### src/hdl/sliding_window_multiset_match_defines.svh
// ----------------------------------------------------------------------------
// Assertion macros for the sliding window multiset matcher
// Concurrent assertion wrappers used by the matcher RTL; they compile to
// nothing when ASSERT_OFF is defined.
// ----------------------------------------------------------------------------
`ifndef SLIDING_WINDOW_MULTISET_MATCH_DEFINES_SVH
`define SLIDING_WINDOW_MULTISET_MATCH_DEFINES_SVH

`ifndef ASSERT_OFF

// Invariant that must hold at every clock edge outside reset.
`define SWMM_ASSERT(label, clk, rst, prop, msg) \
  label: assert property (@(posedge clk) disable iff (rst) prop) else $error(msg);

// Condition in one cycle that implies a condition in the next cycle.
`define SWMM_ASSERT_NEXT(label, clk, rst, pre, post, msg) \
  label: assert property (@(posedge clk) disable iff (rst) (pre) |=> (post)) else $error(msg);

`else

`define SWMM_ASSERT(label, clk, rst, prop, msg)
`define SWMM_ASSERT_NEXT(label, clk, rst, pre, post, msg)

`endif

`endif

### src/hdl/swmm_ram.sv
// ----------------------------------------------------------------------------
// Generic simple dual port RAM
// One write port and one read port with registered read data; a read of the
// address being written in the same cycle returns the new data.
// ----------------------------------------------------------------------------
module swmm_ram #(
  parameter int WIDTH = 8,
  parameter int DEPTH = 16
) (
  input  logic                                         clk,
  input  logic                                         wr_en,
  input  logic [((DEPTH > 1) ? $clog2(DEPTH) : 1)-1:0] wr_addr,
  input  logic [WIDTH-1:0]                             wr_data,
  input  logic [((DEPTH > 1) ? $clog2(DEPTH) : 1)-1:0] rd_addr,
  output logic [WIDTH-1:0]                             rd_data
);

  logic [WIDTH-1:0] mem [DEPTH];

  always_ff @(posedge clk) begin
    if (wr_en) begin
      mem[wr_addr] <= wr_data;
    end
  end

  always_ff @(posedge clk) begin
    if (wr_en && (wr_addr == rd_addr)) begin
      rd_data <= wr_data;
    end else begin
      rd_data <= mem[rd_addr];
    end
  end

endmodule

### config.mk
export PLATFORM = sky130hd
export DESIGN_NAME = swmm_ram
export DESIGN_NICKNAME = d
export VERILOG_FILES = /design/src/hdl/sliding_window_multiset_match_defines.svh /design/src/hdl/swmm_ram.sv
export SDC_FILE = /design/constraint.sdc
export NUM_CORES = 1
export LEC_CHECK = 0
export ABC_CLOCK_PERIOD_IN_PS = 3300
export BUFFER_PORTS_ARGS = -buffer_cell sky130_fd_sc_hd__clkbuf_2
export CAP_MARGIN = 20
export CORE_AREA = 2 2 79 156
export DETAILED_ROUTE_END_ITERATION = 10
export DIE_AREA = 0 0 81 158
export PLACE_DENSITY = 0.63
export SLEW_MARGIN = 15
export SYNTH_ARGS = -nofsm -noshare
export SYNTH_HDL_FRONTEND = slang
export SYNTH_SLANG_ARGS = --single-unit
### constraint.sdc
create_clock -name clk -period 3.3 [get_ports clk]
set_input_delay 0.495 -clock clk [delete_from_list [all_inputs] [get_ports clk]]
set_output_delay 0.495 -clock clk [all_outputs]
set_load 0.03 [all_outputs]
==> flow_summary.toml <==
[floorplan]
start_util = 0.436
top_level_ports = 26
die_h_um = 158
coreArea_mm2 = 0.0116
die_area_mm2 = 0.0128
fp.dieW_um = 81
num_rows = 56

[place]
io_buffers = 25
place_congestion = 0.784
dp_hpwl_mm = 6.70

[layout]
reg.largest.list = "mem (128)"
largest_register_ffs = 128
syn2layout_area_growth_pct = 18.3
final_layout_size_suffix_gt1_frac = 0.304
diodes = 0
finalNetCount = 288
regMostFlops = "mem"

[logic_synthesis]
async_reset_ff_frac = 0
yosys.area_share.simple = 0.0323
seq_area_frac_synth = 0.774
synth-seq-cells = 132
avgSynthCellArea_um2 = 22.5
synthesis.nets = 243
synth_mux_area_frac = 0.153
yosysMostFrequentCell = "edfxtp_1"
synth_fa_ha_area_frac = 0
synth_top_family_by_area = "multiplexers"
synthCells = 225
ys.flop_type = "edfxtp_1"
synth_edf_count = 128
synth_top_cell_by_area = "edfxtp_1"
netlist_area_mm2 = 0.00507
synth-compound-area-share = 0.0237
yosys-top-cells-count = "128 x edfxtp_1, 18 x mux4_2, 16 x a22oi_1"
synth.area.top_cells = "edfxtp_1 76%, mux4_2 8.0%, mux4_1 7.3%, a22oi_1 2.4%, dfxtp_1 1.6%"
ys_types = 19
synth-xor-area-share = 0
yosysTopAreaCellShare = 0.759
synth-warning-count = 0

[run]
max_cap_violations = 0

[min_path]
hold_class = "in2reg"
hold_start = "rd_addr[0]"
whs_path_depth = 1

[critical_path]
cp-end-kind = "output pin"
critPathKind = "reg2out"
cp_data_required_time_ns = 2.80
cp_max_fo = 32
cp.arrival_ns = 2.18
startpoint_type = "register"

[pwr]
power_leakage_uw = 0.00201
ir_worst_vdd_uv = 354
p_per_area_mw_per_mm2 = 664

[timing]
setup_viol = 0
fmax_mhz = 374
fin_crit_sh = 0.810
hold_ws_ns = 0.190
worst_pin_slew_ns = 0.942
slew_viol_final = 0
final.setup.tns_ns = 0
hold_viol = 0
min_period_ns = 2.67
max_slew_margin = 0.370
rsz0062_at_grt = "false"

[clock_network]
cts_resized = 0
cts.clk_slew.worst_paths_ns = 0.06
cts_hold_buf = 0
cts_setup_buffers = 0
clockBufferDepth = 2
htree_levels = 4
cts_tree = "built"
clock_sinks = 132
numCtsBuffers = 17
root_buffer = "clkbuf_16"

[global_routing]
met1_usage = 0.192
antenna_found_initial = 0
grt_overflow = 0
grt_max_degree = 33
grt_pass1_wl_mm = 15.2
met3_usage = 0.0490
grt_pass1_vias = 2528
track_usage = 0.174
grtUsageMet2 = 0.302
grt.busiest_layer = "met2"

[routing]
drc = 0
antenna_left = 0
routed_wl_mm = 10.0
vias_per_cell = 5.56
dr.pass1.iters = 4
vias = 2380
wl_per_cell_um = 23.4
drtIter0Drc = 207

[run_status]
status = "completed"
worst max path at each step:
stage                  to  cells after the start
2_1_floorplan  rd_data[4]                      5
3_3_place_gp   rd_data[3]                      5
3_5_place_dp   rd_data[3]                      5
4_1_cts        rd_data[3]                      5
5_1_grt        rd_data[0]                      5
6_report       rd_data[3]                      5
routing by layer:
layer | part of all wire | routed length (µm)
met2 | 0.56 | 5600
met5 | 0 | 0
met1 | 0.37 | 3700
met3 | 0.037 | 368
met4 | 0.033 | 332
layout make-up:
class / count / area (µm²)
Clock buffer: 21 / 460
Clock inverter: 11 / 151
Fill cell: 966 / 5640
Multi-Input combinational cell: 83 / 1060
Sequential cell: 132 / 3930
Tap cell: 145 / 181
Timing Repair Buffer: 36 / 220
logic make-up after synthesis:
family          count (synthesis)
flops                         132
buf+inv                        10
simple gates                   35
mux                            32
compound gates                 16
power by group:
| part | internal [µW] | switching, µW | total [µW] |
|---|---|---|---|
| registers | 1870 | 8.98 | 1880 |
| logic | 73.3 | 120 | 193 |
| clock network | 1230 | 674 | 1910 |
cell usage in the layout (no fill, tap or decap), types with 3 or more instances in the layout:
cell / netlist / routed
a22oi_1: 16 / 16
buf_4: 1 / 10
bufinv_16: 0 / 3
clkbuf_16: 0 / 17
clkbuf_2: 0 / 25
clkinvlp_4: 0 / 4
dfxtp_1: 4 / 3
edfxtp_1: 128 / 128
mux4_1: 14 / 14
mux4_2: 18 / 18
nand2_1: 9 / 9
nor2_1: 13 / 13
nor3_1: 4 / 4
worst max-delay path, cell delays in order (launching register included):
cell and delay [ns]:
dfxtp_2 0.34, buf_12 0.24, mux4_1 0.67, a22oi_1 0.23, nand2_1 0.11, clkbuf_2 0.19
through the flow:
step | power, µW | std cells | utilization | setup WS (ns) | instance area (µm²)
after floorplan | 2040 | 225 | - | 1.31 | 5070
after CTS | 4020 | 428 | 0.515 | 0.594 | 6000
after global routing | 4100 | 428 | 0.515 | 0.542 | 6000
after global placement | 2110 | 396 | 0.463 | 1.04 | 5380
after detailed placement | 2120 | 396 | 0.463 | 1.05 | 5380
final | 3980 | 428 | 0.515 | 0.627 | 6000
Power figures use the tool's default switching activity.
